`src/sv/csst_pkg.sv`:
```
// Shared constants, types and the parameter table of the cubic segment tessellator.
package csst_pkg;

	localparam int SEGMENT_STEPS = 32;
	localparam int COORD_WIDTH   = 16;

	localparam int STEP_W  = $clog2(SEGMENT_STEPS + 1);
	localparam int FRAC_W  = 16;
	localparam int T_W     = FRAC_W + 1;
	localparam int OP_W    = 2;
	localparam int CMB_W   = COORD_WIDTH + 4;
	localparam int SIXTH_W = 15;
	localparam int PRD_W   = CMB_W + SIXTH_W;
	localparam int COEF_W  = COORD_WIDTH + 8;
	localparam int V_W     = COEF_W + 2;
	localparam int HP_W    = V_W + T_W + 1;

	localparam logic signed [SIXTH_W-1:0] SIXTH = SIXTH_W'(10923);

	localparam logic [OP_W-1:0] OP_HERMITE = 2'd0;
	localparam logic [OP_W-1:0] OP_BEZIER  = 2'd1;
	localparam logic [OP_W-1:0] OP_BSPLINE = 2'd2;
	localparam logic [OP_W-1:0] OP_NONE    = 2'd3;

	typedef logic signed [COORD_WIDTH-1:0] coord_t;
	typedef logic signed [COEF_W-1:0]      coef_t;
	typedef logic signed [V_W-1:0]         val_t;
	typedef logic [T_W-1:0]                tparam_t;
	typedef logic [STEP_W-1:0]             step_t;

	typedef struct packed {
		coef_t a3;
		coef_t a2;
		coef_t a1;
		coef_t a0;
	} coefs_t;

	typedef struct packed {
		logic vld;
		logic last;
	} ptag_t;

	typedef tparam_t t_lut_t [SEGMENT_STEPS+1];

	// t = round(i / SEGMENT_STEPS) in Q1.16, built at elaboration
	function automatic t_lut_t gen_t_lut();
		t_lut_t lut;
		for (int i = 0; i <= SEGMENT_STEPS; i++) begin
			lut[i] = T_W'(((i << FRAC_W) + SEGMENT_STEPS / 2) / SEGMENT_STEPS);
		end
		return lut;
	endfunction

	localparam t_lut_t T_LUT = gen_t_lut();

endpackage

```
`src/sv/csst_if.sv`:
```


interface csst_pt_if;
	import csst_pkg::*;
	logic   valid;
	logic   ready;
	coord_t px;
	coord_t py;
	logic   last;
	modport source (output valid, px, py, last, input ready);
	modport sink (input valid, px, py, last, output ready);
endinterface

```
`src/sv/csst_merge.sv`:
```
// Joins the two axis lanes: saturation and the output word register.
module csst_merge (
	input  logic             clk,
	input  logic             arst_n,
	input  csst_pkg::ptag_t  tag,
	input  csst_pkg::val_t   vx,
	input  csst_pkg::val_t   vy,
	output logic             adv,
	csst_pt_if.source        pts
);
	import csst_pkg::*;

	localparam val_t V_HI = V_W'((64'sd1 <<< (COORD_WIDTH - 1)) - 64'sd1);
	localparam val_t V_LO = V_W'(-(64'sd1 <<< (COORD_WIDTH - 1)));

	function automatic coord_t sat(val_t a);
		val_t r;
		r = a;
		if (a > V_HI) r = V_HI;
		if (a < V_LO) r = V_LO;
		return COORD_WIDTH'(r);
	endfunction

	logic   out_v_q;
	logic   last_q;
	coord_t px_q, py_q;

	assign adv = !out_v_q || pts.ready;

	always_ff @(posedge clk or negedge arst_n) begin
		if (!arst_n) begin
			out_v_q <= 1'b0;
		end else if (adv) begin
			out_v_q <= tag.vld;
		end
	end

	always_ff @(posedge clk) begin
		if (adv) begin
			px_q   <= sat(vx);
			py_q   <= sat(vy);
			last_q <= tag.last;
		end
	end

	assign pts.valid = out_v_q;
	assign pts.px    = px_q;
	assign pts.py    = py_q;
	assign pts.last  = last_q;

endmodule

```
`src/flat_wrapper.sv`:
```
// flat-port wrapper written by rule: the top's interface ports become plain ports
module csst_merge_flat import csst_pkg::*;
  (clk, arst_n, tag, vx, vy, adv, pts_valid, pts_px, pts_py, pts_last, pts_ready);
  csst_pt_if pts_i ();
  input  logic clk;
  input  logic arst_n;
  input  csst_pkg::ptag_t tag;
  input  csst_pkg::val_t vx;
  input  csst_pkg::val_t vy;
  output logic adv;
  output wire logic [$bits(pts_i.valid)-1:0] pts_valid;
  output wire logic [$bits(pts_i.px)-1:0] pts_px;
  output wire logic [$bits(pts_i.py)-1:0] pts_py;
  output wire logic [$bits(pts_i.last)-1:0] pts_last;
  input wire logic [$bits(pts_i.ready)-1:0] pts_ready;
  assign pts_valid = pts_i.valid;
  assign pts_px = pts_i.px;
  assign pts_py = pts_i.py;
  assign pts_last = pts_i.last;
  assign pts_i.ready = pts_ready;
  csst_merge u_core (.clk(clk), .arst_n(arst_n), .tag(tag), .vx(vx), .vy(vy), .adv(adv), .pts(pts_i));
endmodule
```
`config.mk`:
```
export PLATFORM = sky130hd
export DESIGN_NAME = csst_merge_flat
export DESIGN_NICKNAME = d
export VERILOG_FILES = /design/src/sv/csst_pkg.sv /design/src/sv/csst_if.sv /design/src/sv/csst_merge.sv /design/src/flat_wrapper.sv
export SDC_FILE = /design/constraint.sdc
export NUM_CORES = 1
export LEC_CHECK = 0
export BUFFER_PORTS_ARGS = -buffer_cell sky130_fd_sc_hd__buf_2
export CAP_MARGIN = 0
export CORE_UTILIZATION = 46
export CTS_CLUSTER_SIZE = 20
export DETAILED_ROUTE_END_ITERATION = 10
export GPL_ROUTABILITY_DRIVEN = 0
export HOLD_SLACK_MARGIN = 0.06
export PLACE_DENSITY = 0.8
export SLEW_MARGIN = 20
export SYNTH_ARGS = -nofsm -noshare
export SYNTH_HDL_FRONTEND = slang
export SYNTH_SLANG_ARGS = --single-unit
```
`constraint.sdc`:
```
create_clock -name clk -period 1.7 [get_ports clk]
set_input_delay 0.085 -clock clk [delete_from_list [all_inputs] [get_ports clk]]
set_output_delay 0.085 -clock clk [all_outputs]
set_load 0.01 [all_outputs]
```
Word-level counts from Yosys, hierarchy flattened
Cells that the tools add are included.
{ "totals": {"ff_bits": 34, "wordCells": 12} }
{ "classes": {"magnitude_cmp": 4, "muxes": 2, "n_reduce_logical": 2} }
{ "op_table": {"columns": ["op", "count"], "rows": [
  ["$gt A26 B16 Y1 const B", 2],
  ["$lt A26 B16 Y1 const B", 2],
  ["$mux W16", 2],
  ["$logic_not A1 Y1", 1],
  ["$logic_or A1 B1 Y1", 1]
]} }

Longest topological paths before layout
{ "depth": {"depth_word": 2, "depth_mapped": 5, "depth_no_buf": 3} }

Least setup slack after synthesis
No wires, ideal clock.
{ "synth_path": {"kind": "flip-flop to flip-flop", "from": "reg u_core.out_v_q (netlist: u_core.pts.valid)", "to": "reg u_core.last_q (netlist: u_core.pts.last) (enable)", "setup_time_ns": 0.400, "arrival_ns": 1.275, "required_time_ns": 1.300, "path_slack_ns": 0.025, "stages_incl_launch_ff": 2, "path_buffers": 0, "period_less_slack_ns": 1.675, "cell_sequence": "dfrtp_1 > nand2b_1"} }
{ "synth_between": {"elab_chain_cells": 2} }
{ "synth_lines": {"columns": ["item", "line_no", "text"], "rows": [
  ["start: declaration", "csst_merge.sv:24", "logic out_v_q;"],
  ["start signal: assignment", "csst_merge.sv:34", "out_v_q <= tag.vld;"],
  ["$logic_not A1 Y1", "csst_merge.sv:28", "assign adv = !out_v_q || pts.ready;"],
  ["$logic_or A1 B1 Y1", "csst_merge.sv:28", null],
  ["via adv", "flat_wrapper.sv:10", "output logic adv;"],
  ["end signal: assignment", "csst_merge.sv:42", "last_q <= tag.last;"],
  ["end: declaration", "csst_merge.sv:25", "logic last_q;"]
]} }
The timed path passes the listed nets, and every way through them passes these cells.
A chain may end at the register's enable or synchronous reset.

Final worst setup path
{ "layout_path": {"from": "in vy[24]", "to": "reg u_core.py_q[2] (netlist: u_core.pts.py[2]), data pin"} }
{ "layout_between": {"elab_chain_cells": 2, "elab_cells_between_ends": 3, "cone_classes": "order compare: 2; mux: 1"} }
{ "layout_lines": {"columns": ["item", "line_no", "text"], "rows": [
  ["start: declaration", "flat_wrapper.sv:9", "input csst_pkg::val_t vy;"],
  ["$gt A26 B16 Y1", "csst_merge.sv:19", "if (a > V_HI) r = V_HI;"],
  ["$mux W16", "csst_merge.sv:19", null],
  ["end signal: assignment", "csst_merge.sv:41", "py_q <= sat(vy);"],
  ["end: declaration", "csst_merge.sv:26", "coord_t px_q, py_q;"]
]} }
Several ways; a longest one is shown, not always the timed one.

==> flow_summary.yaml <==
setup_path:
  crit_required_ns: 1.73
  worst-path-max-fanout: 15
  arrival_ns: 1.29
  worst_setup_path_start_kind: "input port"
  setup.worst_path.class: "in -> reg"
  timing.critical_path.to_type: "flip-flop"
floorplan:
  row_count: 22
  die_wd_um: 65.5
  floorplan.initialDensity: 0.492
  die_area_sq_um: 4290
  core_region_area_sq_um: 3770
  io_pins: 92
  die_h_um: 65.5
final_layout:
  post_layout_nets: 285
  areaGrowthSynthToFinish_pct: 29.3
  antenna_cells_inserted: 0
  stdcell_area_sq_um: 2400
  drive_gt1_frac: 0.491
timing:
  final_period_minus_worst_setup_slack_ns: 1.26
  layout_worst_path_cycle_share: 0.742
  final_setup_skew_ns: 0.00339
  grt_setup_unrepaired: "no"
  maxSlewHeadroom: 0.641
  setup-violations-final: 0
  timing_hold_violations_final: 0
  finalMaxSlewViolations: 0
  max_clock_freq_mhz: 793
  tightest_slew_ns: 0.538
  tns_ns: 0
logic_synthesis:
  netlist_instances: 146
  asyncSetResetFlopFracSynth: 0.0294
  postSynthNetCount: 203
  mean_post_synth_cell_area_sq_um: 12.7
  synth-warning-count: 0
  synth_enable_flop_cells: 33
  synth_sequential_area_ratio: 0.548
  syn_area_sq_um: 1860
  ys_dominant_reg_cell: "sky130_fd_sc_hd__edfxtp_1"
  post_synthesis_register_bit_count: 34
  netlist-cell-type-count: 22
routing:
  drt-wirelength-per-cell_um: 15.4
  drt-pass1-iter-count: 4
  drt-initial-drc-count: 261
  routed_antenna_nets: 0
  avgViaCountPerCell: 5.88
  finalWirelength_mm: 4.24
  vias: 1623
  post-route-drc-count: 0
cts:
  tritoncts_clock_tree: "built"
  cts.repair_timing.setup_buffer_count: 0
  cts-root-buf: "sky130_fd_sc_hd__clkbuf_8"
  cts_num_sinks: 34
  cts.path.max_buffers: 2
  ctsHtreeMaxLevel: 2
  clk_latency_ns: 0.28
  postCtsHoldBufs: 3
  clkTransAtPathRegs_ns: 0.06
  cts-buffers-inserted: 5
  postCtsResizedCells: 0
power_and_ir_drop:
  power.leakage_uw: 0.000891
  power-per-cell-area_nw_per_um2: 768
  max-vdd-ir-drop_mv: 0.323
global_routing:
  first_global_vias: 1455
  grt_pass1_wl_mm: 7.00
  largest_net_degree_at_the_start_of_global_routing: 36
  congestion_overflow_gr: 0
  grt_antenna_before_repair: 0
  track_usage: 0.217
placed_design:
  place.detailed.hpwl_mm: 2.83
  place.port_buffers: 91
  detailed_place.area_sq_um: 2290
flow_run:
  timing.max_cap.violations: 0
status:
  outcome: "complete, no violations"
worst_hold_path:
  holdCritPathClass: "in -> reg"
per-stage QoR:
step            util  hold WS, ns  cells  setup slack, ns  total power [uW]
3_3_place_gp   0.608       -0.140    266            0.213              1310
5_1_grt        0.636       0.0862    276            0.331              1930
6_report       0.636       0.0936    276            0.439              1840
3_5_place_dp   0.608       -0.137    266            0.167              1310
2_1_floorplan      -       -0.211    146           0.0254              1160
4_1_cts        0.636       0.0843    276            0.434              1860
area by class of cell:
type	count	area [sq um]
fillers	308	1370
well taps	48	60.1
repair buffers	97	520
flip-flops and latches	34	1020
multi-input cells	90	727
clock buffers	7	76.3
placed cells by master (no fill, tap or decap), types with 2 or more instances in the layout:
cell type,Yosys,routed
sky130_fd_sc_hd__buf_4,1,2
sky130_fd_sc_hd__clkbuf_1,17,2
sky130_fd_sc_hd__nor4_1,7,7
sky130_fd_sc_hd__buf_2,2,91
sky130_fd_sc_hd__or4_1,15,15
sky130_fd_sc_hd__nand2b_1,2,2
sky130_fd_sc_hd__o2bb2ai_1,15,15
sky130_fd_sc_hd__a2bb2oi_1,15,15
sky130_fd_sc_hd__nand4_1,17,17
sky130_fd_sc_hd__dlygate4sd3_1,0,3
sky130_fd_sc_hd__nor4_2,10,10
sky130_fd_sc_hd__edfxtp_1,33,33
sky130_fd_sc_hd__and4_1,2,2
sky130_fd_sc_hd__clkbuf_8,0,5
worst max-delay path, stage by stage:
cell,delay (ns)
sky130_fd_sc_hd__buf_2,0.10
sky130_fd_sc_hd__or4_4,0.66
sky130_fd_sc_hd__nor4_1,0.32
sky130_fd_sc_hd__o2bb2ai_1,0.11
synthesized netlist by cell type (2+ instances only):
library cell | n | area, sq um
sky130_fd_sc_hd__edfxtp_1 | 33 | 991
sky130_fd_sc_hd__clkbuf_1 | 17 | 63.8
sky130_fd_sc_hd__o2bb2ai_1 | 15 | 131
sky130_fd_sc_hd__nor4_1 | 7 | 43.8
sky130_fd_sc_hd__and4_1 | 2 | 17.5
sky130_fd_sc_hd__nand2b_1 | 2 | 12.5
sky130_fd_sc_hd__or4_1 | 15 | 113
sky130_fd_sc_hd__buf_2 | 2 | 10.0
sky130_fd_sc_hd__nor4_2 | 10 | 125
sky130_fd_sc_hd__a2bb2oi_1 | 15 | 131
sky130_fd_sc_hd__nand4_1 | 17 | 106
state kept, by name, indices dropped and copies added (netlist names):
| name | cells |
|---|---|
| u_core.pts.last | 1 |
| u_core.pts.px | 16 |
| u_core.pts.py | 16 |
| u_core.pts.valid | 1 |
layer usage:
metal  vias to the layer above  wire (um)  track usage
met5                         -          0            0
met4                         0         36       0.0598
met3                         5        328       0.0642
met2                        79       2010        0.339
met1                       750       1860        0.291
li1                        789          -            -
power by group:
group	internal, uW	switching (uW)
Sequential	989	12.7
Clock	282	262
Combinational	125	172
Total	1400	447
kinds of logic (layout without fill, tap and decap cells):
kind of cell    count (synthesis)  after routing  synth area share
compound gates                 30             30             0.142
buf+inv                        22            104            0.0607
flops                          34             34             0.548
simple gates                   60             60             0.250
worst paths after layout:
check,startpoint,slack (ns),cells past startpoint,endpoint
max,vy[24],0.44,4,u_core.pts.py[2]
min,vy[7],0.09,2,u_core.pts.py[7]
max reg2reg,u_core.pts.valid,0.67,2,u_core.pts.px[12]
min reg2reg,u_core.pts.valid,0.74,3,u_core.pts.valid
max in group asynchronous,arst_n,1.49,2,u_core.pts.valid
min in group asynchronous,arst_n,0.12,2,u_core.pts.valid
No activity file was read; power rests on OpenSTA's default activity.
