==> src/sv/csst_pkg.sv <==
// Shared constants, types and the parameter table of the cubic segment tessellator.
package csst_pkg;

	localparam int SEGMENT_STEPS = 32;
	localparam int COORD_WIDTH   = 16;

	localparam int STEP_W  = $clog2(SEGMENT_STEPS + 1);
	localparam int FRAC_W  = 16;
	localparam int T_W     = FRAC_W + 1;
	localparam int OP_W    = 2;
	localparam int CMB_W   = COORD_WIDTH + 4;
	localparam int SIXTH_W = 15;
	localparam int PRD_W   = CMB_W + SIXTH_W;
	localparam int COEF_W  = COORD_WIDTH + 8;
	localparam int V_W     = COEF_W + 2;
	localparam int HP_W    = V_W + T_W + 1;

	localparam logic signed [SIXTH_W-1:0] SIXTH = SIXTH_W'(10923);

	localparam logic [OP_W-1:0] OP_HERMITE = 2'd0;
	localparam logic [OP_W-1:0] OP_BEZIER  = 2'd1;
	localparam logic [OP_W-1:0] OP_BSPLINE = 2'd2;
	localparam logic [OP_W-1:0] OP_NONE    = 2'd3;

	typedef logic signed [COORD_WIDTH-1:0] coord_t;
	typedef logic signed [COEF_W-1:0]      coef_t;
	typedef logic signed [V_W-1:0]         val_t;
	typedef logic [T_W-1:0]                tparam_t;
	typedef logic [STEP_W-1:0]             step_t;

	typedef struct packed {
		coef_t a3;
		coef_t a2;
		coef_t a1;
		coef_t a0;
	} coefs_t;

	typedef struct packed {
		logic vld;
		logic last;
	} ptag_t;

	typedef tparam_t t_lut_t [SEGMENT_STEPS+1];

	// t = round(i / SEGMENT_STEPS) in Q1.16, built at elaboration
	function automatic t_lut_t gen_t_lut();
		t_lut_t lut;
		for (int i = 0; i <= SEGMENT_STEPS; i++) begin
			lut[i] = T_W'(((i << FRAC_W) + SEGMENT_STEPS / 2) / SEGMENT_STEPS);
		end
		return lut;
	endfunction

	localparam t_lut_t T_LUT = gen_t_lut();

endpackage

==> src/sv/csst_coef.sv <==
// One axis lane: basis matrix product, two stages, B-spline sixth scaling.
module csst_coef (
	input  logic                      clk,
	input  logic                      en_s1,
	input  logic                      en_s2,
	input  logic [csst_pkg::OP_W-1:0] op,
	input  csst_pkg::coord_t          p0,
	input  csst_pkg::coord_t          p1,
	input  csst_pkg::coord_t          p2,
	input  csst_pkg::coord_t          p3,
	output csst_pkg::coefs_t          coefs
);
	import csst_pkg::*;

	localparam logic signed [CMB_W-1:0] K2 = CMB_W'(2);
	localparam logic signed [CMB_W-1:0] K3 = CMB_W'(3);
	localparam logic signed [CMB_W-1:0] K4 = CMB_W'(4);
	localparam logic signed [CMB_W-1:0] K6 = CMB_W'(6);
	localparam logic signed [PRD_W-1:0] RND = PRD_W'(1) <<< (FRAC_W - 1);

	logic [OP_W-1:0]          op_s1, op_s2;
	coord_t                   p0_s1, p1_s1, p2_s1, p3_s1;
	logic signed [CMB_W-1:0]  e0, e1, e2, e3;
	logic signed [CMB_W-1:0]  k [4];
	logic signed [PRD_W-1:0]  m [4];
	logic signed [CMB_W-1:0]  k_s2 [4];
	logic signed [PRD_W-1:0]  m_s2 [4];
	coef_t                    c [4];

	always_ff @(posedge clk) begin
		if (en_s1) begin
			op_s1 <= op;
			p0_s1 <= p0;
			p1_s1 <= p1;
			p2_s1 <= p2;
			p3_s1 <= p3;
		end
	end

	assign e0 = CMB_W'(p0_s1);
	assign e1 = CMB_W'(p1_s1);
	assign e2 = CMB_W'(p2_s1);
	assign e3 = CMB_W'(p3_s1);

	always_comb begin
		case (op_s1)
			OP_HERMITE: begin
				k[0] = e0;
				k[1] = e2;
				k[2] = K3 * (e1 - e0) - K2 * e2 - e3;
				k[3] = K2 * (e0 - e1) + e2 + e3;
			end
			OP_BEZIER: begin
				k[0] = e0;
				k[1] = K3 * (e1 - e0);
				k[2] = K3 * (e0 + e2) - K6 * e1;
				k[3] = K3 * (e1 - e2) + e3 - e0;
			end
			default: begin
				// B-spline; the unused code also lands here, but its word carries no valid and is never loaded
				k[0] = e0 + K4 * e1 + e2;
				k[1] = K3 * (e2 - e0);
				k[2] = K3 * (e0 + e2) - K6 * e1;
				k[3] = K3 * (e1 - e2) + e3 - e0;
			end
		endcase
		for (int j = 0; j < 4; j++) begin
			m[j] = PRD_W'(k[j]) * PRD_W'(SIXTH);
		end
	end

	always_ff @(posedge clk) begin
		if (en_s2) begin
			op_s2 <= op_s1;
			for (int j = 0; j < 4; j++) begin
				k_s2[j] <= k[j];
				m_s2[j] <= m[j];
			end
		end
	end

	// sixths rounded half up at 16 fraction bits
	always_comb begin
		for (int j = 0; j < 4; j++) begin
			if (op_s2 == OP_BSPLINE) begin
				c[j] = COEF_W'((m_s2[j] + RND) >>> FRAC_W);
			end else begin
				c[j] = COEF_W'(k_s2[j]);
			end
		end
	end

	assign coefs.a0 = c[0];
	assign coefs.a1 = c[1];
	assign coefs.a2 = c[2];
	assign coefs.a3 = c[3];

endmodule

==> config.mk <==
export PLATFORM = sky130hd
export DESIGN_NAME = csst_coef
export DESIGN_NICKNAME = d
export VERILOG_FILES = /design/src/sv/csst_pkg.sv /design/src/sv/csst_coef.sv
export SDC_FILE = /design/constraint.sdc
export NUM_CORES = 2
export LEC_CHECK = 0
export BUFFER_PORTS_ARGS = -buffer_cell sky130_fd_sc_hd__buf_2
export CAP_MARGIN = 0
export CORE_ASPECT_RATIO = 0.8
export CORE_MARGIN = 1
export CORE_UTILIZATION = 60
export CTS_BUF_LIST = sky130_fd_sc_hd__clkbuf_4 sky130_fd_sc_hd__clkbuf_8
export DETAILED_ROUTE_END_ITERATION = 6
export GPL_ROUTABILITY_DRIVEN = 0
export GPL_TIMING_DRIVEN = 0
export HOLD_SLACK_MARGIN = 0.12
export PLACE_DENSITY = 0.93
export SLEW_MARGIN = 15
export SYNTH_ARGS = -nofsm -noshare
export SYNTH_HDL_FRONTEND = slang
export SYNTH_SLANG_ARGS = --single-unit
==> constraint.sdc <==
create_clock -name clk -period 12.45 [get_ports clk]
set_input_delay 0.6225 -clock clk [delete_from_list [all_inputs] [get_ports clk]]
set_output_delay 0.6225 -clock clk [all_outputs]
set_load 0.05 [all_outputs]
Yosys cells after proc, flatten, opt, wreduce, memory -nomap -nowiden
Memories as Yosys holds them, arrays and structs flattened.
Cells that the tools add are included.
{ "word_totals": {"ff_bits": 68, "ram_bits": 220, "inputBits": 69, "out_inout_bits": 96, "word_cells": 45, "memories": 2} }
{ "memory_table": {"columns": ["name", "words", "word_bits", "read_ports", "rd_ports_with_merged_regs", "write_ports", "line", "rtl"], "rows": [
  ["m_s2", 4, 35, 4, 0, 4, "csst_coef.sv:27", "logic signed [PRD_W-1:0] m_s2 [4];"],
  ["k_s2", 4, 20, 4, 0, 4, "csst_coef.sv:26", "logic signed [CMB_W-1:0] k_s2 [4];"]
]} }
{ "classes": {"n_addsub": 18, "n_mul": 9, "n_eq_ne": 2, "n_mux": 7, "reduce_logical": 1} }
{ "op_table": {"columns": ["operator", "n"], "rows": [
  ["one-hot mux 80 bit (2 select lines)", 1],
  ["adder 35 x 17 -> 35 bit, second input constant", 4],
  ["multiplier 20 x 15 -> 35 bit, second input constant", 4],
  ["two-way mux 24 bit", 4],
  ["multiplier 3 x 17 -> 20 bit, first input constant", 4],
  ["subtractor 16 x 16 -> 17 bit", 4],
  ["adder 19 x 16 -> 20 bit", 2],
  ["subtractor 20 x 16 -> 20 bit", 2],
  ["adder 20 x 16 -> 20 bit", 1],
  ["subtractor 20 x 17 -> 20 bit", 1],
  ["subtractor 20 bit", 1],
  ["adder 16 x 18 -> 19 bit", 1],
  ["adder 18 x 16 -> 19 bit", 1],
  ["multiplier 3 x 16 -> 19 bit, first input constant", 1],
  ["adder 16 x 16 -> 17 bit", 1],
  ["equality test 2 x 1 -> 1 bit, second input constant", 1],
  ["equality test 2 bit, second input constant", 1],
  ["zero test 2 bit", 1],
  ["two-way mux 1 bit", 2]
]} }

Depth between registers and ports, before layout
{ "logic_depth": {"ltp_word": 6, "mapped_depth": 53, "ltp_nobuf": 53} }

Worst setup path before layout
Ideal clock, no wire load.
{ "synth_path": {"path_type": "register to register", "startpoint": "reg p0_s1[1]", "endpoint": "mem m_s2[0][34] (netlist bit) (data pin)", "setup_time_ns": 0.261, "arrival_time_ns": 11.983, "t_required_ns": 12.189, "setup_slack_ns": 0.207, "path_stages_with_launch": 37, "n_path_buf": 0, "cell_sequence": "edfxtp_1 > inv_1 > ha_1 > inv_1 > ha_1 > inv_1 > fa_1 > nor2b_1 > o21ai_0 > a21boi_0 > o21ai_0 > a21boi_0 > o2111ai_1 > nand3_1 > nand2_1 > o21ai_0 > o311a_1 > o41ai_1 > ha_1 > fa_1 > inv_1 > fa_1 > fa_1 > inv_1 > fa_1 > fa_1 > ha_1 > a21o_1 > a21oi_1 > nand2_1 > inv_1 > a41oi_2 > o41a_1 > a221o_1 > a211o_1 > a21oi_1 > xnor2_1"} }
{ "synth_lines": {"columns": ["item", "line", "rtl"], "rows": [
  ["start: declaration", "csst_coef.sv:22", "coord_t p0_s1, p1_s1, p2_s1, p3_s1;"],
  ["start signal: assignment", "csst_coef.sv:33", "p0_s1 <= p0;"],
  ["end: declaration", "csst_coef.sv:27", null]
]} }

==> results by group <==
Floorplan
  – Die width: 306 um
  – Row count: 88
  – Die area: 75,000 sq um
  – Die height: 245 um
  – I/O pins: 165
  – Core ar.: 72,600 sq um
  – Starting density of the core: 61.1%

Yosys
  – Post-synth ARST share: 0%
  – Post-synth top flop: edfxtp_1
  – Number of synthesized flops with an enable pin: 228
  – #FFs+latches synth: 228
  – Synth Instances: 4,540
  – Synth Cell Area: 44,300 sq um
  – Unique masters post-synth: 71
  – Post-synth net total: 6,042
  – Syn. warnings: 0
  – Register area share after synthesis: 15.4%
  – Syn Area/Cell: 9.76 sq um

Detailed routing
  – Post-DR vias/cell: 6.22
  – Vias after detailed routing: 35,954
  – Final WL: 132,000 um
  – Initial DRT Pass Iterations: 7
  – DRT iter0 DRCs: 3,849
  – Routed wire per std cell: 22.8 um
  – Drc violations: 4
  – Post-route ant nets: 0

Worst setup path
  – CP endpoint kind: flop
  – Most frequent CP cell: fa_1
  – Worst Path Required: 12.86 ns
  – CP startpoint kind: flop
  – Slowest cell on crit path: fa_1
  – Worst Path Max Fanout: 7
  – Worst path arrival time: 12.82 ns
  – Register-to-Register Path Depth: 51
  – Setup CP Type: reg2reg
  – R2R Setup Slk: 0.04 ns
  – Reg-to-Reg Start: p1_s1[0]$_DFFE_PP_
  – Worst path max stage delay: 0.61 ns
  – Worst R2R End: m_s2[2][28]$_DFFE_PP_

Run status
  – Failing checks: DRC
  – Status: finished with violations

Cells and area
  – Nets: 6,303
  – Layout cells sized above 1: 8.42%
  – Area grow syn2layout: 8.66%
  – Final core occ: 66.4%

Clock tree
  – # H-tree levels: 2
  – CTS tree: yes
  – Worst-Skew Late Latency: 0.68 ns
  – Root Buffer: clkbuf_8
  – Clock sink total: 228
  – Clock Path Buffers: 3
  – Worst-path clk slew: 0.07 ns
  – Inserted Clock Buffers: 41

STA
  – Max-slew violations: 0
  – Fin Clk Skew: 0.0517 ns
  – Period Utilization, post-route: 99.7%
  – Slew headroom: 1.78%
  – Fin crit period: 12.41 ns
  – Max Freq: 80.6 MHz
  – RSZ-0062 raised after global routing: yes
  – # setup viols final: 0
  – Tightest Pin Transition: 1.47 ns
  – Final Hold Viols: 0

GRT
  – GR Util All Layers: 34.5%
  – First-pass GRT wire length: 201,000 um
  – Largest net degree at the start of global routing: 95
  – Initial antenna violation count: 2
  – Vias in the first global route: 38,164
  – GRT Residual Overflow: 0

Hold path
  – Hold Path End: p3_s1[14]$_DFFE_PP_
  – Min-delay worst type: in2reg
  – Hold path cells: 1
  – Worst Min Path Start: p3[14]

Placement
  – Post-detail-place hpwl: 103,000 um
  – IO Port Bufs: 164

Job
  – MaxCap Viol Count: 0
[cell usage in the layout (no fill, tap or decap), types with 21 or more instances in the layout]
master / synthesis / layout
inv_1: 946 / 944
a21oi_1: 193 / 176
buf_4: 16 / 57
clkbuf_1: 49 / 46
fa_1: 578 / 578
nor3_1: 52 / 50
edfxtp_1: 228 / 228
xor2_1: 127 / 123
clkbuf_8: 0 / 42
nand2_1: 256 / 256
and3_1: 35 / 35
o21ai_1: 2 / 31
a31oi_1: 23 / 21
nand4_1: 23 / 23
nor2_1: 199 / 198
buf_2: 1 / 166
o21a_1: 35 / 35
o21ai_0: 212 / 178
ha_1: 855 / 851
xnor2_1: 189 / 183
a21o_1: 83 / 82
nand3_1: 74 / 74
nand2b_1: 39 / 39
nor2b_1: 35 / 33
[cells by family (layout without fill, tap and decap cells)]
group / after synthesis / after routing / share of synthesized area [%]
flops: 228 / 228 / 15.4
fa+ha+maj: 1433 / 1433 / 50.3
xor+xnor: 317 / 317 / 6.30
other cells: 0 / 1 / 0
buf+inv: 1017 / 1309 / 8.75
simple gates: 793 / 793 / 8.36
mux: 29 / 30 / 0.672
compound gates: 723 / 723 / 10.2
[sequential cells by signal, summed over array words and instances (netlist names)]
| name | cells |
|---|---|
| p3_s1 | 16 |
| p1_s1 | 16 |
| op_s1 | 2 |
| op_s2 | 2 |
| m_s2 | 80 |
| p0_s1 | 16 |
| k_s2 | 80 |
| p2_s1 | 16 |
[stage by stage]
stage               cell area (sq um)  worst slack (ns)  hold slack, ns  setup TNS (ns)  std cells
floorplan                       44300             0.207           0.421               0       4540
global placement                46300             -2.43           0.426          -30.28       5649
detailed placement              46600            -0.797           0.434           -4.28       5669
CTS                             47600           -0.0501           0.125         -0.0501       5748
global route                    48100            -0.423           0.121           -2.51       5778
finish                          48200            0.0421           0.125               0       5779
[synth_stat cells, types with 18 or more instances]
cell,count,area share [%]
inv_1,946,8.0
ha_1,855,24
fa_1,578,26
nand2_1,256,2.2
edfxtp_1,228,15
o21ai_0,212,2.4
nor2_1,199,1.7
a21oi_1,193,2.2
xnor2_1,189,3.7
xor2_1,127,2.5
a21o_1,83,1.4
nand3_1,74,0.84
nor3_1,52,0.59
clkbuf_1,49,0.42
nand2b_1,39,0.55
and3_1,35,0.49
nor2b_1,35,0.49
o21a_1,35,0.59
a31oi_1,23,0.32
mux2i_1,23,0.52
nand4_1,23,0.32
or2_2,20,0.28
a211oi_1,18,0.30
o21bai_1,18,0.30
[timing repair]
| action | in CTS | in global routing |
|---|---|---|
| pin swaps | 1 | 10 |
| gates cloned | 1 | 0 |
| hold buffers | 0 | 4 |
| gates resized for setup | 21 | 64 |
| endpoints found under the setup margin | 11 | 26 |
| endpoints found under the hold margin | 0 | 4 |
| buffers inserted | 3 | 25 |
[per-layer routing]
| layer | share of wire (%) | GRT usage [%] |
|---|---|---|
| met1 | 35 | 39.9 |
| met2 | 45 | 55.8 |
| met3 | 12 | 10.3 |
| met4 | 8.1 | 22.9 |
| met5 | 0.017 | 0 |
[worst max path at each step]
stage	end	slack (ns)	from
2_1_floorplan	m_s2[0][34]$_DFFE_PP_	0.21	p0_s1[1]$_DFFE_PP_
3_3_place_gp	m_s2[0][34]$_DFFE_PP_	-2.43	p0_s1[1]$_DFFE_PP_
3_5_place_dp	m_s2[2][34]$_DFFE_PP_	-0.80	p0_s1[1]$_DFFE_PP_
4_1_cts	m_s2[2][34]$_DFFE_PP_	-0.05	p1_s1[0]$_DFFE_PP_
5_1_grt	m_s2[2][28]$_DFFE_PP_	-0.42	p0_s1[1]$_DFFE_PP_
6_report	m_s2[2][28]$_DFFE_PP_	0.04	p1_s1[0]$_DFFE_PP_
[worst max-delay path: cells and delay by family, from the launching register on]
kind	cells	cell delay, ns
muxes	1	0.33
AOI/OAI and AO/OA	16	2.79
DFF	1	0.44
and+or+nand+nor	11	2.28
adders and majority gates	13	5.31
xor gates and xnor gates	3	0.50
buffers and inverters	7	0.52
[layout make-up]
cell class	count	area [sq um]
antenna	1	2.50
buffer	71	332
clock buffer	45	594
clock inverter	30	289
fill	4893	24400
inverter	946	3550
multi-input combinational	3296	34000
sequential	228	6850
tap	945	1180
timing repair buffer	217	1300
Power is not shown: default switching activity piles up to over one toggle a cycle in this logic, so the estimate is an artifact.
