`config.mk`:
```
export PLATFORM = sky130hd
export DESIGN_NAME = csst_horner
export DESIGN_NICKNAME = d
export VERILOG_FILES = /design/src/sv/csst_pkg.sv /design/src/sv/csst_horner.sv
export SDC_FILE = /design/constraint.sdc
export NUM_CORES = 2
export LEC_CHECK = 0
export BUFFER_PORTS_ARGS = -buffer_cell sky130_fd_sc_hd__buf_2
export CAP_MARGIN = 20
export CORE_UTILIZATION = 70
export DETAILED_ROUTE_END_ITERATION = 7
export PLACE_DENSITY = 0.93
export SLEW_MARGIN = 20
export SYNTH_ARGS = -nofsm -noshare
export SYNTH_HDL_FRONTEND = slang
export SYNTH_SLANG_ARGS = --single-unit
```
`constraint.sdc`:
```
create_clock -name clk -period 18.87 [get_ports clk]
set_input_delay 1.887 -clock clk [delete_from_list [all_inputs] [get_ports clk]]
set_output_delay 1.887 -clock clk [all_outputs]
set_load 0.03 [all_outputs]
```
`src/sv/csst_pkg.sv`:
```
// Shared constants, types and the parameter table of the cubic segment tessellator.
package csst_pkg;

	localparam int SEGMENT_STEPS = 32;
	localparam int COORD_WIDTH   = 16;

	localparam int STEP_W  = $clog2(SEGMENT_STEPS + 1);
	localparam int FRAC_W  = 16;
	localparam int T_W     = FRAC_W + 1;
	localparam int OP_W    = 2;
	localparam int CMB_W   = COORD_WIDTH + 4;
	localparam int SIXTH_W = 15;
	localparam int PRD_W   = CMB_W + SIXTH_W;
	localparam int COEF_W  = COORD_WIDTH + 8;
	localparam int V_W     = COEF_W + 2;
	localparam int HP_W    = V_W + T_W + 1;

	localparam logic signed [SIXTH_W-1:0] SIXTH = SIXTH_W'(10923);

	localparam logic [OP_W-1:0] OP_HERMITE = 2'd0;
	localparam logic [OP_W-1:0] OP_BEZIER  = 2'd1;
	localparam logic [OP_W-1:0] OP_BSPLINE = 2'd2;
	localparam logic [OP_W-1:0] OP_NONE    = 2'd3;

	typedef logic signed [COORD_WIDTH-1:0] coord_t;
	typedef logic signed [COEF_W-1:0]      coef_t;
	typedef logic signed [V_W-1:0]         val_t;
	typedef logic [T_W-1:0]                tparam_t;
	typedef logic [STEP_W-1:0]             step_t;

	typedef struct packed {
		coef_t a3;
		coef_t a2;
		coef_t a1;
		coef_t a0;
	} coefs_t;

	typedef struct packed {
		logic vld;
		logic last;
	} ptag_t;

	typedef tparam_t t_lut_t [SEGMENT_STEPS+1];

	// t = round(i / SEGMENT_STEPS) in Q1.16, built at elaboration
	function automatic t_lut_t gen_t_lut();
		t_lut_t lut;
		for (int i = 0; i <= SEGMENT_STEPS; i++) begin
			lut[i] = T_W'(((i << FRAC_W) + SEGMENT_STEPS / 2) / SEGMENT_STEPS);
		end
		return lut;
	endfunction

	localparam t_lut_t T_LUT = gen_t_lut();

endpackage

```
`src/sv/csst_horner.sv`:
```
// One axis lane: three Horner steps, multiply and round-add in separate stages.
module csst_horner (
	input  logic              clk,
	input  logic              adv,
	input  csst_pkg::coefs_t  coefs,
	input  csst_pkg::tparam_t t,
	output csst_pkg::val_t    v
);
	import csst_pkg::*;

	localparam logic signed [HP_W-1:0] RND = HP_W'(1) <<< (FRAC_W - 1);

	function automatic val_t rnd16(logic signed [HP_W-1:0] p);
		logic signed [HP_W-1:0] s;
		s = (p + RND) >>> FRAC_W;
		return V_W'(s);
	endfunction

	function automatic logic signed [HP_W-1:0] mul_t(val_t a, tparam_t tt);
		logic signed [T_W:0] ts;
		ts = $signed({1'b0, tt});
		return HP_W'(a) * HP_W'(ts);
	endfunction

	logic signed [HP_W-1:0] p_s1, p_s3, p_s5;
	val_t                   v_s2, v_s4, v_s6;
	tparam_t                t_s1, t_s2, t_s3, t_s4;
	coef_t                  a0_s1, a0_s2, a0_s3, a0_s4, a0_s5;
	coef_t                  a1_s1, a1_s2, a1_s3;
	coef_t                  a2_s1;

	always_ff @(posedge clk) begin
		if (adv) begin
			p_s1  <= mul_t(V_W'($signed(coefs.a3)), t);
			t_s1  <= t;
			a0_s1 <= coefs.a0;
			a1_s1 <= coefs.a1;
			a2_s1 <= coefs.a2;

			v_s2  <= V_W'($signed(a2_s1)) + rnd16(p_s1);
			t_s2  <= t_s1;
			a0_s2 <= a0_s1;
			a1_s2 <= a1_s1;

			p_s3  <= mul_t(v_s2, t_s2);
			t_s3  <= t_s2;
			a0_s3 <= a0_s2;
			a1_s3 <= a1_s2;

			v_s4  <= V_W'($signed(a1_s3)) + rnd16(p_s3);
			t_s4  <= t_s3;
			a0_s4 <= a0_s3;

			p_s5  <= mul_t(v_s4, t_s4);
			a0_s5 <= a0_s4;

			v_s6  <= V_W'($signed(a0_s5)) + rnd16(p_s5);
		end
	end

	assign v = v_s6;

endmodule

```
---- Word level (Yosys, flattened, before mapping) ----
Cells that the tools add are included.
word-level totals
  register bits after elaboration ......... 488
  latch bits .............................. 0
  bits in writable memories ............... 0
  ROM bits ................................ 0
  bits of input ports ..................... 115
  logic and storage cells ................. 28
  memories kept ........................... 0
operators by class
  add/sub/neg operators ................... 6
  multipliers ............................. 3
  divide/modulo/power cells ............... 0
  order comparisons ....................... 0
  equal/unequal tests ..................... 0
  shift-type cells ........................ 0
  multiplexer cells ....................... 0
  bitwise logic cells ..................... 0
  reductions and logical operators ........ 0
operators with widths
  kind                      number
  $add A42 B17 Y42 const B  3
  $mul A26 B18 Y42          2
  $add A24 B26 Y26          3
  $mul A24 B18 Y42          1

---- Logic depth before layout (Yosys ltp) ----
  depth in word-level cells ............... 2
  mapped depth ............................ 25
  gate-level depth less buffers ........... 24

---- Worst setup path after synthesis ----
No wires, ideal clock.
  path type ............................... input-to-reg
  from .................................... input port coefs[95] (netlist name)
  to ...................................... register p_s1[40] (data pin)
  library setup time ...................... 0.258 ns
  data arrival time ....................... 7.478 ns
  required time ........................... 18.612 ns
  path slack .............................. 11.134 ns
  stages .................................. 20
  buffers on the path ..................... 2
  cells stage by stage .................... clkbuf_1 clkbuf_1 nand2_1 fa_1 inv_1 fa_1 fa_1 fa_1 fa_1 inv_1 fa_1 inv_1 ha_1 o21a_1 o211ai_1 a31oi_1 a211o_1 a21o_1 a31o_1 xor2_1
between the ends
  cells in the longest elaborated chain, start to end .. 1
ends and longest elaborated chain
  element               RTL line           text
  from (decl)           csst_horner.sv:5   input csst_pkg::coefs_t coefs,
  $mul A24 B18 Y42      csst_horner.sv:22  return HP_W'(a) * HP_W'(ts);
  to (signal assigned)  csst_horner.sv:34  p_s1 <= mul_t(V_W'($signed(coefs.a3)), t);
  to (decl)             csst_horner.sv:25  logic signed [HP_W-1:0] p_s1, p_s3, p_s5;
No other way between the ends.
A chain may end at the register's enable or synchronous reset.

---- Worst setup path after layout ----
  from .................................... register t_s2[12]
  to ...................................... register p_s3[36] (data pin)
between the ends
  cells in the longest elaborated chain, start to end .. 1
ends and longest elaborated chain
  element                 RTL line           text
  from (decl)             csst_horner.sv:27  tparam_t t_s1, t_s2, t_s3, t_s4;
  from (signal assigned)  csst_horner.sv:41  t_s2 <= t_s1;
  $mul A26 B18 Y42        csst_horner.sv:22
  to (signal assigned)    csst_horner.sv:45  p_s3 <= mul_t(v_s2, t_s2);
  to (decl)               csst_horner.sv:25
No other way between the ends.

==> impl.org <==
** Status
- Outcome :: completed

** Worst setup path
- Top delay family on crit path :: adder cells
- Cell with the biggest individual delay on the critical path :: sky130_fd_sc_hd__edfxtp_1
- Worst reg2reg setup slack :: 10960 ps
- STA classifies the critical path startpoint as a flop.
- At the worst endpoint, the required time is 19340 ps.
- Critical path capture point type :: flop
- By instance count, the cell type seen most on the critical path is sky130_fd_sc_hd__fa_1.
- Largest stage delay on the critical path :: 1150 ps
- Counting both buffers and inverters, the worst setup path holds a total of 3.
- Start-to-end type of the worst setup path :: flop to flop
- Worst reg2reg startpoint :: t_s2[12]
- The worst register-to-register path has a depth of 20.
- In this run the worst path has a maximum fanout of 27.
- Endpoint arrival time on the critical path :: 8380 ps
- CP cell instances :: nand2_1, fa_1, inv_1, fa_1, fa_1, fa_1, fa_1, inv_1, fa_1, inv_1, ha_1, nand3_1, nor4_1, nand3_1, a31oi_1, a21oi_1, a21oi_1, a21oi_1, or4b_1, nand4_1
- The worst register-to-register path ends at p_s3[36].

** GRT
- Antenna violations before repair :: 3
- First-pass GRT wire length :: 251000 um
- Entering global routing, the biggest net connects approximately 130 pins.
- Global routing used 36.0% of the available tracks.
- The number of global-route vias before repair is 50200.
- Grt total ovfl :: 0

** Yosys
- During synthesis, Yosys emitted a total of 0 warnings.
- Primary FF master, synth :: sky130_fd_sc_hd__edfxtp_1
- Summed over all instances, the cell type with the most area after synthesis is sky130_fd_sc_hd__fa_1.
- Synth Instances :: 5978
- Post-synthesis cell type count :: 68
- By count the netlist is led by sky130_fd_sc_hd__inv_1, sky130_fd_sc_hd__fa_1, sky130_fd_sc_hd__nand2_1, sky130_fd_sc_hd__and2_1, sky130_fd_sc_hd__edfxtp_1.
- After synthesis, the share of flip-flops with an asynchronous set or reset is 0%.
- Flops & latches, synth :: 443
- Nets in the synthesized netlist :: 7702
- Count of flip-flops with a built-in enable after synthesis :: 443
- In this run the mean area of a mapped cell was ~10 um2.
- Post-synthesis sequential area ratio :: 21.5%
- Share of Yosys cell area claimed by the top area cell type :: 40.0%
- sky130_fd_sc_hd__inv_1 is the most common cell in the netlist.
- Biggest area contributors in the synthesized netlist :: sky130_fd_sc_hd__fa_1, sky130_fd_sc_hd__edfxtp_1, sky130_fd_sc_hd__inv_1, sky130_fd_sc_hd__ha_1, sky130_fd_sc_hd__and2_1
- Area of the mapped netlist :: just over 60000 um2

** Timing
- Setup violations remaining at the end of the flow were counted as 0.
- For the final routed database, the setup TNS stands at 0 ps.
- Time the final worst path needs with I/O delays and setup :: about 7900 ps
- For the pin with the worst max-slew slack, the measured transition is 1220 ps.
- Setup repair after global routing left no endpoint under its margin.
- On the final layout, the worst clock skew is 54.5 ps.
- The total count of max-transition violations in the final report came to 0.
- Dividing the final minimum period by the clock period gives 41.9%.
- The count of endpoints failing hold in the final timing report is 0.
- Setup slack after layout :: between 10000 and 15000 ps
- Static timing analysis puts the maximum clock frequency at 126 MHz.
- Worst slew margin relative to its limit :: 18.6%

** Cells and area
- At the end of the flow, the number of nets in the layout was about 7700.
- Area used by multi-input combinational logic :: 42400 um2
- The finished cells cover 65000 um2.
- In the final layout, flip-flops and latches occupy 13300 um2.
- # fillers :: 4794
- Area Growth Syn to Fin :: 5.16%
- In the final layout, the share of cells above drive strength 1 is 4.10%.

** Flow run
- Across the run, the number of max-cap violations was 0.

** Route
- The routed layout has 43900 vias.
- The first TritonRoute pass finished after 8 iterations.
- Dividing the detail-routed wire length by the instance count gives between 20 and 25 um.
- For this run, design rule violations remaining after detail routing come to 0.
- Number of vias per cell :: 6.12
- The final layout contains routed wiring with a total length of 155000 um.
- The first routing iteration left 4511 violations.
- Remaining antenna violation count after routing :: 0

** Clocking
- Number of clock sinks seen by CTS :: ~440
- Cts-stage hold buffer count :: 0
- The number of setup buffers added after CTS is 0.
- The clock tree synthesis step divided the H-tree into 2 levels.
- Clock-pin slew was measured on the worst setup and hold paths at roughly 80 ps.
- CTS max path bufs :: 3
- In this run the clock root is driven by a sky130_fd_sc_hd__clkbuf_16.
- TritonCTS built the clock tree.
- Counting the buffers created by CTS gives 48.
- Clock latency reported for the late side of the worst-skew pair :: roughly 640 ps
- Post-CTS resize count :: 0

** Die
- The floorplan has 108 rows.
- The core region is a little under 90000 um2.
- Die outline width :: 299 um
- Die height :: approximately 300 um
- Die footprint :: 89500 um2
- IO Count :: 141
- Once the floorplan was initialized, standard cells occupied 70.9% of the core.

** Hold path
- The worst hold path was traced through 0 stages.
- Class of the worst hold path :: flop to flop
- For hold timing, the worst endpoint is t_s4[6].
- Worst hold start :: t_s3[6]

** Placement
- Count of buffers inserted at the top-level ports :: 140
- The congestion estimate from routability-driven global placement came to about 0.94.
- Summing all placed instances gives a cell area of around 63000 um2.
- Setup slack after placement :: 10440 ps
- Total half-perimeter wirelength after legalization and detailed placement :: 116000 um
## worst register-to-register path, cell delays in order (launching register included)
cell and delay [ps]:
sky130_fd_sc_hd__edfxtp_1 1150, sky130_fd_sc_hd__nand2_1 280, sky130_fd_sc_hd__fa_1 630, sky130_fd_sc_hd__inv_1 60, sky130_fd_sc_hd__fa_1 450, sky130_fd_sc_hd__fa_1 490
sky130_fd_sc_hd__fa_1 440, sky130_fd_sc_hd__fa_1 550, sky130_fd_sc_hd__inv_1 60, sky130_fd_sc_hd__fa_1 480, sky130_fd_sc_hd__inv_1 40, sky130_fd_sc_hd__ha_1 410
sky130_fd_sc_hd__nand3_1 160, sky130_fd_sc_hd__nor4_1 500, sky130_fd_sc_hd__nand3_1 150, sky130_fd_sc_hd__a31oi_1 320, sky130_fd_sc_hd__a21oi_1 220, sky130_fd_sc_hd__a21oi_1 520
sky130_fd_sc_hd__a21oi_1 260, sky130_fd_sc_hd__or4b_1 500, sky130_fd_sc_hd__nand4_1 90
## cell families after synthesis
logic type / synth area share [%]
adders and majority gates: 47.6
buffers and inverters: 9.86
xor gates and xnor gates: 3.59
DFF: 21.5
and+or+nand+nor: 13.6
AOI/OAI and AO/OA: 3.86
## stage by stage
stage	cells	utilization, %	hold WS, ps
3_5_place_dp	7091	72.6	405
5_1_grt	7183	74.5	415
6_report	7183	74.5	392
3_3_place_gp	7091	72.6	400
4_1_cts	7179	74.5	405
2_1_floorplan	5978	-	400
## layout by cell type, fill, tap and decap left out, types with 7 or more instances in the layout
master | synthesis | routed
sky130_fd_sc_hd__a2111oi_0 | 8 | 7
sky130_fd_sc_hd__a211oi_1 | 13 | 13
sky130_fd_sc_hd__a21o_1 | 64 | 64
sky130_fd_sc_hd__a21oi_1 | 124 | 124
sky130_fd_sc_hd__a31oi_1 | 12 | 12
sky130_fd_sc_hd__and2_1 | 640 | 640
sky130_fd_sc_hd__and3_1 | 37 | 37
sky130_fd_sc_hd__and4_1 | 7 | 7
sky130_fd_sc_hd__buf_2 | 1 | 139
sky130_fd_sc_hd__buf_4 | 1 | 8
sky130_fd_sc_hd__clkbuf_16 | 0 | 48
sky130_fd_sc_hd__clkinv_2 | 0 | 13
sky130_fd_sc_hd__edfxtp_1 | 443 | 443
sky130_fd_sc_hd__fa_1 | 1236 | 1236
sky130_fd_sc_hd__ha_1 | 373 | 373
sky130_fd_sc_hd__inv_1 | 1431 | 1431
sky130_fd_sc_hd__nand2_1 | 732 | 732
sky130_fd_sc_hd__nand2b_1 | 15 | 15
sky130_fd_sc_hd__nand3_1 | 65 | 65
sky130_fd_sc_hd__nand4_1 | 24 | 24
sky130_fd_sc_hd__nor2_1 | 96 | 96
sky130_fd_sc_hd__nor2b_1 | 11 | 11
sky130_fd_sc_hd__nor3_1 | 34 | 34
sky130_fd_sc_hd__o211ai_1 | 8 | 8
sky130_fd_sc_hd__o21a_1 | 21 | 21
sky130_fd_sc_hd__o21ai_0 | 51 | 51
sky130_fd_sc_hd__o21bai_1 | 16 | 16
sky130_fd_sc_hd__xnor2_1 | 176 | 176
sky130_fd_sc_hd__xor2_1 | 77 | 77
## worst max path at each step
stage               from  cells past startpoint        to
3_5_place_dp        t[3]                     20  p_s1[40]
5_1_grt             t[9]                     19  p_s1[41]
4_1_cts             t[3]                     20  p_s1[40]
6_report        t_s2[12]                     20  p_s3[36]
3_3_place_gp        t[3]                     22  p_s1[40]
2_1_floorplan  coefs[95]                     20  p_s1[40]
## area by class of cell
cell class,count,share of cell area (%)
well taps,1155,2.22
multi-input cells,3914,65.3
repair buffers,151,1.27
diodes,1,0.00385
inverters,1431,8.27
clock buffers,51,1.87
clock inverters,37,0.634
flip-flops and latches,443,20.5
## per-layer routing
layer	part of all wire [%]	GRT usage [%]	vias to the layer above
li1	-	-	18000
met1	32	40.4	21600
met2	50	61.9	3365
met3	10	7.23	1046
met4	7.9	24.9	2
met5	0.0084	0	-
## flip-flops by register name (all words and copies together), names as in the netlist, 26 cells and up
signal	cells
p_s1	27
p_s3	27
p_s5	27
v	26
v_s2	26
v_s4	26
Power is left out: the tool's default activity adds up to more than one toggle a clock period on the data nets, which glitch-free logic cannot reach.
